<file path="src/rtl/ultrasonic_echo_ranger_assert.svh">
// Assertion helpers for the top-level ranger file, which checks its own logic.
`ifndef ULTRASONIC_ECHO_RANGER_ASSERT_SVH
`define ULTRASONIC_ECHO_RANGER_ASSERT_SVH

// The consequent must hold in the same cycle as the antecedent.
`define URE_ASSERT_SAME(label, clk, rst, ante, cons, msg) \
  label: assert property (@(posedge clk) disable iff (rst) (ante) |-> (cons)) \
    else $error(msg);

// The consequent must hold in the cycle after the antecedent.
`define URE_ASSERT_NEXT(label, clk, rst, ante, cons, msg) \
  label: assert property (@(posedge clk) disable iff (rst) (ante) |=> (cons)) \
    else $error(msg);

`endif

</file>
<file path="src/rtl/ure_pkg.sv">
package ure_pkg;

  localparam int DIST_BITS = 20;
  localparam logic [DIST_BITS-1:0] DIST_MAX = '1;

  // Speed of sound as 1/256 cm per microsecond, scaled by 256.
  localparam int SPEED_BITS = 12;
  localparam logic [SPEED_BITS-1:0] SPEED_NUM = 12'd2251;

  localparam int PHASE_BITS = 4;
  localparam logic [PHASE_BITS-1:0] PHASE_IDLE = 4'd0;
  localparam logic [PHASE_BITS-1:0] PHASE_FIRST = 4'd1;
  localparam logic [PHASE_BITS-1:0] PHASE_LOW_END = 4'd2;
  localparam logic [PHASE_BITS-1:0] PHASE_LAST = 4'd12;

  localparam logic REG_DIRECT_CH0 = 1'b0;
  localparam logic REG_DIRECT_CH1 = 1'b1;

  typedef struct packed {
    logic [1:0] echo_levels;
    logic       read_request;
    logic       read_channel;
    logic       trigger_request;
    logic       trigger_channel;
  } in_t;

  typedef struct packed {
    logic [1:0]           trigger_lines;
    logic                 read_valid;
    logic                 out_of_range;
    logic [DIST_BITS-1:0] distance;
  } out_t;

  typedef struct packed {
    logic out_full;
    logic skid_full;
  } buf_status_t;

endpackage

</file>
<file path="src/rtl/ure_dist.sv">
module ure_dist #(
  parameter int WIDTH_BITS = 16
) (
  input  logic [WIDTH_BITS-1:0]        width,
  input  logic                         direct,
  output logic [ure_pkg::DIST_BITS-1:0] distance
);

  localparam int PW = WIDTH_BITS + ure_pkg::SPEED_BITS;

  logic [PW-1:0] product;
  logic [PW-1:0] scaled;

  assign product = PW'(width) * PW'(ure_pkg::SPEED_NUM);

  // A reflected path covers the distance twice, so it takes one more shift.
  assign scaled = direct ? (product >> 8) : (product >> 9);

  assign distance = (scaled > PW'(ure_pkg::DIST_MAX)) ? ure_pkg::DIST_MAX
                                                      : scaled[ure_pkg::DIST_BITS-1:0];

endmodule

</file>
<file path="src/rtl/ure_core.sv">
module ure_core #(
  parameter int CHANNELS   = 2,
  parameter int WIDTH_BITS = 16
) (
  input  logic          clk,
  input  logic          rst,
  input  logic          step,
  input  ure_pkg::in_t  word,
  input  logic          cfg_we,
  input  logic          cfg_index,
  input  logic          cfg_data,
  output ure_pkg::out_t result
);

  localparam logic [WIDTH_BITS-1:0] WIDTH_MAX = '1;

  logic direct_ch0;
  logic direct_ch1;
  logic [1:0] last_echo;
  logic [ure_pkg::PHASE_BITS-1:0] phase;
  logic [ure_pkg::PHASE_BITS-1:0] phase_next;
  logic target;
  logic target_next;

  logic [WIDTH_BITS-1:0] latched_after [CHANNELS];
  logic [CHANNELS-1:0]   ready_after;
  logic [CHANNELS-1:0]   rd_hit;

  logic [WIDTH_BITS-1:0] rd_width;
  logic                  rd_direct;
  logic [ure_pkg::DIST_BITS-1:0] rd_distance;
  logic [1:0]            lines;

  always_ff @(posedge clk) begin
    if (rst) begin
      direct_ch0 <= 1'b0;
      direct_ch1 <= 1'b0;
    end else if (cfg_we) begin
      unique case (cfg_index)
        ure_pkg::REG_DIRECT_CH0: direct_ch0 <= cfg_data;
        ure_pkg::REG_DIRECT_CH1: direct_ch1 <= cfg_data;
        default: ;
      endcase
    end
  end

  always_ff @(posedge clk) begin
    if (rst) begin
      last_echo <= 2'b00;
    end else if (step) begin
      last_echo <= word.echo_levels;
    end
  end

  for (genvar c = 0; c < CHANNELS; c++) begin : g_ch
    logic [WIDTH_BITS-1:0] run_width;
    logic [WIDTH_BITS-1:0] run_next;
    logic [WIDTH_BITS-1:0] latched;
    logic                  ready;
    logic now_lvl;
    logic was_lvl;
    logic rise;
    logic fall;

    // Only the first two channels have echo pins; the rest never see an edge.
    assign now_lvl = (c < 2) ? word.echo_levels[c % 2] : 1'b0;
    assign was_lvl = (c < 2) ? last_echo[c % 2] : 1'b0;
    assign rise = now_lvl & ~was_lvl;
    assign fall = ~now_lvl & was_lvl;
    assign rd_hit[c] = (c < 2) && (word.read_channel == 1'(c % 2));

    assign run_next = rise ? '0 :
                      (run_width < WIDTH_MAX) ? run_width + 1'b1 : run_width;
    assign latched_after[c] = fall ? run_next : latched;
    assign ready_after[c] = fall | ready;

    always_ff @(posedge clk) begin
      if (rst) begin
        run_width <= '0;
        latched   <= '0;
        ready     <= 1'b0;
      end else if (step) begin
        run_width <= run_next;
        latched   <= latched_after[c];
        ready     <= ready_after[c] & ~(word.read_request & rd_hit[c]);
      end
    end
  end

  // The read sees this tick's edges, so a fall and a read together return the new width.
  always_comb begin
    rd_width = '0;
    for (int c = 0; c < CHANNELS; c++) begin
      if (rd_hit[c] && ready_after[c]) begin
        rd_width = latched_after[c];
      end
    end
  end

  assign rd_direct = word.read_channel ? direct_ch1 : direct_ch0;

  ure_dist #(
    .WIDTH_BITS(WIDTH_BITS)
  ) u_dist (
    .width   (rd_width),
    .direct  (rd_direct),
    .distance(rd_distance)
  );

  always_comb begin
    phase_next  = phase;
    target_next = target;
    if (phase != ure_pkg::PHASE_IDLE) begin
      phase_next = (phase >= ure_pkg::PHASE_LAST) ? ure_pkg::PHASE_IDLE
                                                  : phase + 1'b1;
    end else if (word.trigger_request) begin
      phase_next  = ure_pkg::PHASE_FIRST;
      target_next = word.trigger_channel;
    end
  end

  always_ff @(posedge clk) begin
    if (rst) begin
      phase  <= ure_pkg::PHASE_IDLE;
      target <= 1'b0;
    end else if (step) begin
      phase  <= phase_next;
      target <= target_next;
    end
  end

  assign lines = ((phase_next > ure_pkg::PHASE_LOW_END) && (CHANNELS > 1 || !target_next))
                 ? (2'b01 << target_next) : 2'b00;

  always_comb begin
    result.trigger_lines = lines;
    result.read_valid    = word.read_request;
    result.out_of_range  = word.read_request && (rd_width == '0);
    result.distance      = (word.read_request && (rd_width != '0)) ? rd_distance : '0;
  end

endmodule

</file>
<file path="src/rtl/ure_out_buf.sv">
module ure_out_buf (
  input  logic                 clk,
  input  logic                 rst,
  input  logic                 load,
  input  ure_pkg::out_t        load_word,
  output logic                 out_valid,
  input  logic                 out_stall,
  output ure_pkg::out_t        out_word,
  output ure_pkg::buf_status_t status
);

  logic          skid_valid;
  ure_pkg::out_t skid_word;
  logic          out_free;

  // The output register is free when empty or when its word leaves this cycle.
  assign out_free = !out_valid || !out_stall;

  always_ff @(posedge clk) begin
    if (rst) begin
      out_valid  <= 1'b0;
      skid_valid <= 1'b0;
    end else if (out_free) begin
      if (skid_valid) begin
        out_valid  <= 1'b1;
        skid_valid <= 1'b0;
      end else begin
        out_valid <= load;
      end
    end else if (load) begin
      skid_valid <= 1'b1;
    end
  end

  always_ff @(posedge clk) begin
    if (out_free) begin
      if (skid_valid) begin
        out_word <= skid_word;
      end else if (load) begin
        out_word <= load_word;
      end
    end else if (load) begin
      skid_word <= load_word;
    end
  end

  assign status.out_full  = out_valid;
  assign status.skid_full = skid_valid;

endmodule

</file>
<file path="src/rtl/ultrasonic_echo_ranger.sv">
// Two-channel ultrasonic echo timer and trigger pulse generator.
// The input channel (in_valid, in_stall, in_word) carries one word per
// microsecond tick: the sampled echo levels plus optional read and trigger
// requests. Every accepted word yields exactly one output word on
// (out_valid, out_stall, out_word): the trigger line levels for that tick and,
// when a read was asked for, the distance in 1/256 cm or an out-of-range flag.
// An accepted word passes the input register, then the echo timers and distance
// multiplier, which load the output register, or the skid register while the
// output stalls. Throughput is one word per cycle while in_stall is low; the
// single width-by-2251 multiply sets the cycle path.
// When the receiver stalls, words collect in the output register and a skid
// register; in_stall rises only once the skid register holds a word, and
// drops again the cycle after the output moves on.
// Reset clears the timers, ready flags, trigger sequencer and both path
// configuration bits (reflected path). The configuration port (cfg_we,
// cfg_index, cfg_data) writes one bit per cycle and should be used idle.
`include "ultrasonic_echo_ranger_assert.svh"

module ultrasonic_echo_ranger #(
  parameter int CHANNELS   = 2,
  parameter int WIDTH_BITS = 16
) (
  input  logic          clk,
  input  logic          rst,
  input  logic          in_valid,
  output logic          in_stall,
  input  ure_pkg::in_t  in_word,
  output logic          out_valid,
  input  logic          out_stall,
  output ure_pkg::out_t out_word,
  input  logic          cfg_we,
  input  logic          cfg_index,
  input  logic          cfg_data
);

  logic                 stage_valid;
  ure_pkg::in_t         stage_word;
  logic                 step;
  ure_pkg::out_t        result;
  ure_pkg::buf_status_t status;

  assign in_stall = status.skid_full;
  assign step     = stage_valid && !status.skid_full;

  always_ff @(posedge clk) begin
    if (rst) begin
      stage_valid <= 1'b0;
    end else if (!in_stall) begin
      stage_valid <= in_valid;
    end
  end

  always_ff @(posedge clk) begin
    if (in_valid && !in_stall) begin
      stage_word <= in_word;
    end
  end

  ure_core #(
    .CHANNELS  (CHANNELS),
    .WIDTH_BITS(WIDTH_BITS)
  ) u_core (
    .clk      (clk),
    .rst      (rst),
    .step     (step),
    .word     (stage_word),
    .cfg_we   (cfg_we),
    .cfg_index(cfg_index),
    .cfg_data (cfg_data),
    .result   (result)
  );

  ure_out_buf u_out_buf (
    .clk      (clk),
    .rst      (rst),
    .load     (step),
    .load_word(result),
    .out_valid(out_valid),
    .out_stall(out_stall),
    .out_word (out_word),
    .status   (status)
  );

  `URE_ASSERT_SAME(a_skid_behind_out, clk, rst, status.skid_full, status.out_full,
    "skid register holds a word while the output register is empty")
  `URE_ASSERT_NEXT(a_step_reaches_out, clk, rst, stage_valid && !in_stall, out_valid,
    "a word that left the input register did not reach the output")
  `URE_ASSERT_SAME(a_one_trigger_line, clk, rst, out_valid,
    $onehot0(out_word.trigger_lines), "more than one trigger line driven")
  `URE_ASSERT_SAME(a_oor_is_read, clk, rst, out_valid && out_word.out_of_range,
    out_word.read_valid && (out_word.distance == '0),
    "out-of-range word without a read or with a distance")

endmodule
</file>
<file path="config.mk">
export PLATFORM = sky130hd
export DESIGN_NAME = ultrasonic_echo_ranger
export DESIGN_NICKNAME = d
export VERILOG_FILES = /design/src/rtl/ure_pkg.sv /design/src/rtl/ure_dist.sv /design/src/rtl/ure_core.sv /design/src/rtl/ure_out_buf.sv /design/src/rtl/ultrasonic_echo_ranger.sv
export VERILOG_INCLUDE_DIRS = /design/src /design/src/rtl
export SDC_FILE = /design/constraint.sdc
export NUM_CORES = 1
export LEC_CHECK = 0
export BUFFER_PORTS_ARGS = -buffer_cell sky130_fd_sc_hd__buf_4
export CAP_MARGIN = 10
export CORE_UTILIZATION = 25
export CTS_BUF_LIST = sky130_fd_sc_hd__clkbuf_8
export DETAILED_ROUTE_END_ITERATION = 10
export GPL_ROUTABILITY_DRIVEN = 0
export HOLD_SLACK_MARGIN = 0.15
export SYNTH_ARGS = -nofsm -noshare
export SYNTH_HDL_FRONTEND = slang
export SYNTH_SLANG_ARGS = --single-unit
</file>
<file path="constraint.sdc">
create_clock -name clk -period 9 [get_ports clk]
set_input_delay 1.8 -clock clk [delete_from_list [all_inputs] [get_ports clk]]
set_output_delay 1.8 -clock clk [all_outputs]
set_load 0.05 [all_outputs]
</file>
==> results of run 1 <==
## power by group through the flow
| stage | clock [mW] | combinational, mW | sequential [mW] |
|---|---|---|---|
| 2_1_floorplan | 0 | 0.0542 | 0.667 |
| 3_3_place_gp | 0 | 0.0985 | 0.653 |
| 3_5_place_dp | 0 | 0.100 | 0.653 |
| 4_1_cts | 0.527 | 0.100 | 0.639 |
| 5_1_grt | 0.547 | 0.110 | 0.641 |
| 6_report | 0.510 | 0.0999 | 0.639 |
## synthesized netlist by cell type, types with 5 or more instances
cell type,instances,area share [%]
o221ai_1,5,0.43
and2_1,5,0.30
a31oi_1,13,0.79
o41ai_1,5,0.43
a211oi_1,21,1.5
nand2b_1,7,0.43
inv_1,102,3.7
o32a_1,5,0.49
nand3_1,35,1.7
nor3_1,28,1.4
o31ai_1,5,0.36
nor2_1,125,4.6
o32ai_1,6,0.51
ha_1,102,12
and4_1,6,0.51
nand4_1,14,0.85
fa_1,46,8.9
a22oi_1,14,1.0
edfxtp_1,54,16
mux2i_1,18,1.8
dfxtp_1,78,15
buf_2,7,0.34
a21o_1,11,0.80
a21oi_1,89,4.3
or3_1,6,0.36
o21a_1,6,0.44
o21ai_0,44,2.1
xnor2_1,19,1.6
nand2_1,126,4.6
o211ai_1,8,0.58
and3_1,11,0.67
xor2_1,10,0.85
mux2_2,8,0.88
clkbuf_1,43,1.6
nor4_1,7,0.43
nor2b_1,9,0.55
## registers in the layout, indices dropped and copies added, names as in the netlist, 2 cells and up
register	count
stage_word	6
u_core.g_ch.latched	32
u_core.g_ch.ready	2
u_core.g_ch.run_width	32
u_core.last_echo	2
u_core.phase	4
u_out_buf.out_word	24
u_out_buf.skid_word	24
## routing by layer
layer  track usage (%)  vias to the layer above
li1                  -                     4166
met1              16.6                     4013
met2              20.9                      198
met3              2.04                       34
met4              4.26                        0
met5                 0                        -
## per-stage QoR
stage	cells	hold WS [ns]
floorplan	1170	0.432
global placement	1685	0.437
detailed placement	1685	0.446
CTS	1717	0.458
global route	1717	0.474
finish	1717	0.458
## worst max-delay path, cell delays in order (launching register included)
cell      delay [ns]
dfxtp_1         0.42
ha_1            0.19
nand3_1         0.18
nor3_2          0.70
a211oi_1        0.26
xnor2_1         0.30
nor2_1          0.06
a21oi_1         0.27
o32ai_1         0.26
ha_1            0.46
ha_1            0.32
fa_1            0.53
fa_1            0.55
inv_1           0.06
fa_1            0.53
inv_1           0.04
ha_1            0.41
a211oi_2        0.29
o211ai_1        0.14
nand2_2         0.13
nand4_4         0.16
a311o_1         0.43
mux2_4          0.33
a31oi_1         0.13
## final timing paths
kind | from | end | slack [ns] | depth (start not counted)
worst max-delay path | u_core.g_ch[0].run_width[0] | u_out_buf.out_word[18] | 1.69 | 23
worst min-delay path | u_core.g_ch[1].latched[1] | u_core.g_ch[1].latched[1] | 0.46 | 2
worst max register to register | u_core.g_ch[0].run_width[0] | u_out_buf.out_word[18] | 1.69 | 23
worst min register to register | u_core.g_ch[1].latched[1] | u_core.g_ch[1].latched[1] | 0.46 | 2
## logic make-up after synthesis
| logic type | after synthesis |
|---|---|
| AO/OA/AOI/OAI | 275 |
| XOR/XNOR | 29 |
| adder cells (fa/ha/maj) | 148 |
| buffers and inverters | 163 |
| flip-flops | 132 |
| multiplexers | 27 |
| AND/OR/NAND/NOR | 396 |
## layout make-up
cell class	instances	area share, %
inverters	102	3.34
flip-flops and latches	132	27.8
well taps	525	5.74
multi-input cells	875	56.4
clock inverters	14	1.21
clock buffers	18	2.16
repair buffers	51	3.34
==> impl_metrics.env, run 1 <==
export IMPL_status="finished clean"
export IMPL_syn2layout_area_growth_pct=11.3
export IMPL_leakagePower_nw=4.77
export IMPL_rsz0062_at_grt="false"
export IMPL_num_vias=8411
export IMPL_synth_compound_area_share_pct=18.3
export IMPL_ctsHtreeMaxLevel=4
export IMPL_min_path_type="reg2reg"
export IMPL_synth_cell_area_um2=10300
export IMPL_peakVddDrop_v=0.0000788
export IMPL_cts_sinks=132
export IMPL_wire_per_inst_um=15.0
export IMPL_synthFlopType="dfxtp_1"
export IMPL_synthAdderAreaFrac_pct=21.4
export IMPL_fillCellCount=4306
export IMPL_synth_nets=1331
export IMPL_timing_final_crit_share_pct=81.2
export IMPL_cp_start_kind="register"
export IMPL_die_y_um=205
export IMPL_die_area_um2=42000
export IMPL_first_pass_iters=5
export IMPL_io_buffers=38
export IMPL_avgSynthCellArea_um2=8.79
export IMPL_synthMuxAreaShare_pct=2.77
export IMPL_place_area_um2=11100
export IMPL_synth_top_family_by_area="adder cells"
export IMPL_pwr_share_comb_pct=8.0
export IMPL_setup_ws_ns=1.69
export IMPL_start_util_pct=25.6
export IMPL_route_met2_wl_um=12100
export IMPL_cp_max_fo=14
export IMPL_cts_hold_buf=0
export IMPL_synth_cell_type_count=86
export IMPL_yosys_area_share_xor_xnor_pct=2.47
export IMPL_fin_setup_tns_ns=0
export IMPL_critical_path_class="reg2reg"
export IMPL_mostFrequentLayoutCells="126 x nand2_1, 124 x nor2_1, 102 x inv_1, 102 x ha_1, 88 x a21oi_1"
export IMPL_ys_ff_latch=132
export IMPL_grtUsageTotal_pct=12.6
export IMPL_switching_power_mw=0.353
export IMPL_grt_pass1_vias=8198
export IMPL_postCtsResizedCells=0
export IMPL_grt_max_degree=79
export IMPL_numCtsBuffers=17
export IMPL_antenna_found_initial=0
export IMPL_hpwl_um=19700
export IMPL_clk_pin_slew_ns=0.08
export IMPL_syn_inst=1170
export IMPL_clk_latency_ns=0.47
export IMPL_slew_violations=0
export IMPL_netSwitchingFraction_pct=28.3
export IMPL_postCtsSetupBuffers=0
export IMPL_highest_layer="met4"
export IMPL_seq_area_um2=3180
export IMPL_layout_commonest_cell="nand2_1"
export IMPL_yosysWarnings=0
export IMPL_finalCriticalPeriod_ns=7.31
export IMPL_wl_met1_um=12100
export IMPL_worstSetupEndpointType="register"
export IMPL_synth_edf_count=54
export IMPL_arrival_ns=7.63
export IMPL_clockBufferDepth=2
export IMPL_maxCapViolCount=0
export IMPL_multiInputGateArea_um2=6460
export IMPL_dr_wl_met3_um=972
export IMPL_grt_pass1_wl_um=42300
export IMPL_totalWireLength_um=25700
export IMPL_slew_headroom_pct=27.4
export IMPL_die_w_um=205
export IMPL_antenna_cells=0
export IMPL_required_ns=9.31
export IMPL_ioPinCount=39
export IMPL_cts_tree="done"
export IMPL_setup_viol=0
export IMPL_coreArea_um2=40200
export IMPL_design_power_total_mw=1.25
export IMPL_pre_cts_ws_ns=1.74
export IMPL_rows=73
export IMPL_ant_nets=0
export IMPL_viasPerCell=4.90
export IMPL_synthSimpleGateAreaFrac_pct=17.8
export IMPL_root_buffer="clkbuf_8"
export IMPL_hold_violations=0
export IMPL_drc=0
export IMPL_drt_iter0_markers=474
export IMPL_p_clk_share_pct=40.8
export IMPL_layout_nets=1340
export IMPL_worst_slew_pin_slew_ns=1.09
export IMPL_fmax_ghz=0.137
export IMPL_ys_seq_area_share_pct=30.9
export IMPL_p_per_area_nw_per_um2=109
export IMPL_drive_gt1_share_pct=10.4
export IMPL_intPower_mw=0.895
export IMPL_final_area_um2=11400
export IMPL_overflow=0
export IMPL_finClkSkew_ns=0.0195
export IMPL_synthArstFlopShare_pct=0
export IMPL_pwr_share_seq_pct=51.2
export IMPL_fin_util_pct=28.5
(Power assumes the default switching activity.)
==> run 2, diff against run 1 <==
==> constraint.sdc (replaced) <==
create_clock -name clk -period 6.38 [get_ports clk]
set_input_delay 1.276 -clock clk [delete_from_list [all_inputs] [get_ports clk]]
set_output_delay 1.276 -clock clk [all_outputs]
set_load 0.05 [all_outputs]
==> impl_metrics.env, run 2 (synthesis gave the netlist of run 1 again) <==
export IMPL_drive_gt1_share_pct=24.6
export IMPL_timing_final_crit_share_pct=96.7
export IMPL_setup_viol=0
export IMPL_switching_power_mw=0.531
export IMPL_mostFrequentLayoutCells="166 x buf_4, 123 x nor2_1, 121 x nand2_1"
export IMPL_overflow=0
export IMPL_maxCapViolCount=0
export IMPL_drc=0
export IMPL_cts_tree="done"
export IMPL_timing_rr_start="u_core.g_ch[0].run_width[0]"
export IMPL_clk_latency_ns=0.48
export IMPL_arrival_ns=6.38
export IMPL_cts_sinks=132
export IMPL_numCtsBuffers=17
export IMPL_die_area_um2=42000
export IMPL_critical_path_class="reg2reg"
export IMPL_cp_max_fo=7
export IMPL_netSwitchingFraction_pct=28.9
export IMPL_worst_slew_pin_slew_ns=1.04
export IMPL_pwr_share_comb_pct=8.3
export IMPL_peakVddDrop_v=0.000115
export IMPL_hold_violations=0
export IMPL_ioPinCount=39
export IMPL_start_util_pct=25.6
export IMPL_slowest_stage="fa_1"
export IMPL_slew_headroom_pct=30.7
export IMPL_grt_pass1_vias=8626
export IMPL_clk_pin_slew_ns=0.10
export IMPL_rows=73
export IMPL_coreArea_um2=40200
export IMPL_leakagePower_nw=5.46
export IMPL_intPower_mw=1.31
export IMPL_slew_violations=0
export IMPL_first_pass_iters=5
export IMPL_clockBufferDepth=2
export IMPL_pwr_share_seq_pct=49.0
export IMPL_hpwl_um=20500
export IMPL_cpPeakStageDelay_ns=0.53
export IMPL_layout_commonest_cell="buf_4"
export IMPL_finClkSkew_ns=0.0262
export IMPL_status="finished clean"
export IMPL_critical_path_top_delay_family="adder cells"
export IMPL_io_buffers=38
export IMPL_worstSetupEndpointType="register"
export IMPL_hold_slack_ns=0.455
export IMPL_crit_path_frequent_cell="ha_1"
export IMPL_wire_per_inst_um=14.8
export IMPL_p_per_area_nw_per_um2=143
export IMPL_ctsHtreeMaxLevel=4
export IMPL_totalWireLength_um=27200
export IMPL_fmax_ghz=0.162
export IMPL_ant_nets=0
export IMPL_syn2layout_area_growth_pct=25.1
export IMPL_final_area_um2=12900
export IMPL_place_area_um2=11800
export IMPL_grt_pass1_wl_um=43900
export IMPL_antenna_cells=0
export IMPL_cp_start_kind="register"
export IMPL_die_y_um=205
export IMPL_drt_iter0_markers=572
export IMPL_die_w_um=205
export IMPL_antenna_found_initial=0
export IMPL_reg_top3="u_core.g_ch.latched: 32 flops, u_core.g_ch.run_width: 32 flops"
export IMPL_finalCriticalPeriod_ns=6.17
export IMPL_r2r_slack_ns=0.21
export IMPL_cp_num_buf_inv=6
export IMPL_min_path_type="reg2reg"
export IMPL_num_vias=8917
export IMPL_crit_path_start="u_core.g_ch[0].run_width[0]"
export IMPL_required_ns=6.58
export IMPL_pre_cts_ws_ns=-0.199
export IMPL_grtUsageTotal_pct=13.0
export IMPL_fillCellCount=4147
export IMPL_setup_ws_ns=0.209
export IMPL_min_from="u_core.g_ch[1].latched[3]"
export IMPL_p_clk_share_pct=42.7
export IMPL_viasPerCell=4.86
export IMPL_layout_nets=1459
export IMPL_grt_max_degree=79
export IMPL_root_buffer="clkbuf_8"
-- run 2: cell count changes in the layout (fill, tap and decap cells not counted), moves of 8 or more --
cell / previous run / this run
ha_1: 102 / 90
o21ai_0: 42 / 32
buf_4: 51 / 166
dfxtp_1: 78 / 70
dfxtp_2: 0 / 8
a21oi_2: 1 / 11
a21oi_1: 88 / 77
-- run 2: tightest hold or removal path: stages, from the launching register on --
cell	delay, ns
dfxtp_1	0.32
nand2_1	0.05
a21oi_1	0.05
-- run 2: final cells by class --
type	instances	area, µm²	area share, %
well taps	525	657	5.10
clock buffers	17	234	1.82
inverters	102	383	2.98
flip-flops and latches	132	3190	24.8
multi-input cells	875	6910	53.7
clock inverters	15	188	1.46
repair buffers	170	1310	10.2
-- run 2: worst paths after layout --
kind                                                  end  depth (start not counted)
worst min-delay path            u_core.g_ch[1].latched[3]                          2
worst max register to register     u_out_buf.out_word[13]                         26
worst min register to register  u_core.g_ch[1].latched[3]                          2
worst max-delay path               u_out_buf.out_word[13]                         26
-- run 2: through the flow --
step,cells,util [%],TNS (ns),power [mW]
floorplan,1170,-,0,1.02
global placement,1781,29.4,-0.459,1.07
detailed placement,1781,29.4,-1.37,1.07
CTS,1816,30.6,0,1.85
global route,1836,32.0,-0.288,1.91
finish,1836,32.0,0,1.84
-- run 2: power by group through the flow --
stage | Clock (mW) | Combinational (mW) | Sequential [mW]
2_1_floorplan | 0 | 0.0765 | 0.940
3_3_place_gp | 0 | 0.146 | 0.920
3_5_place_dp | 0 | 0.149 | 0.920
4_1_cts | 0.803 | 0.150 | 0.901
5_1_grt | 0.837 | 0.166 | 0.903
6_report | 0.785 | 0.152 | 0.901
-- run 2: layer usage --
layer / routed length, µm / part of all wire, % / global-route usage (%)
met5: 0 / 0 / 0
met4: 408 / 1.5 / 3.99
met3: 1140 / 4.2 / 2.16
met2: 13300 / 49 / 21.8
met1: 12400 / 45 / 16.8
-- run 2: timing repair --
item / CTS / global route
pin swaps: 5 / 33
hold buffers: 0 / 0
endpoints found under the setup margin: 15 / 33
gates resized for setup: 10 / 92
setup buffers: 3 / 20
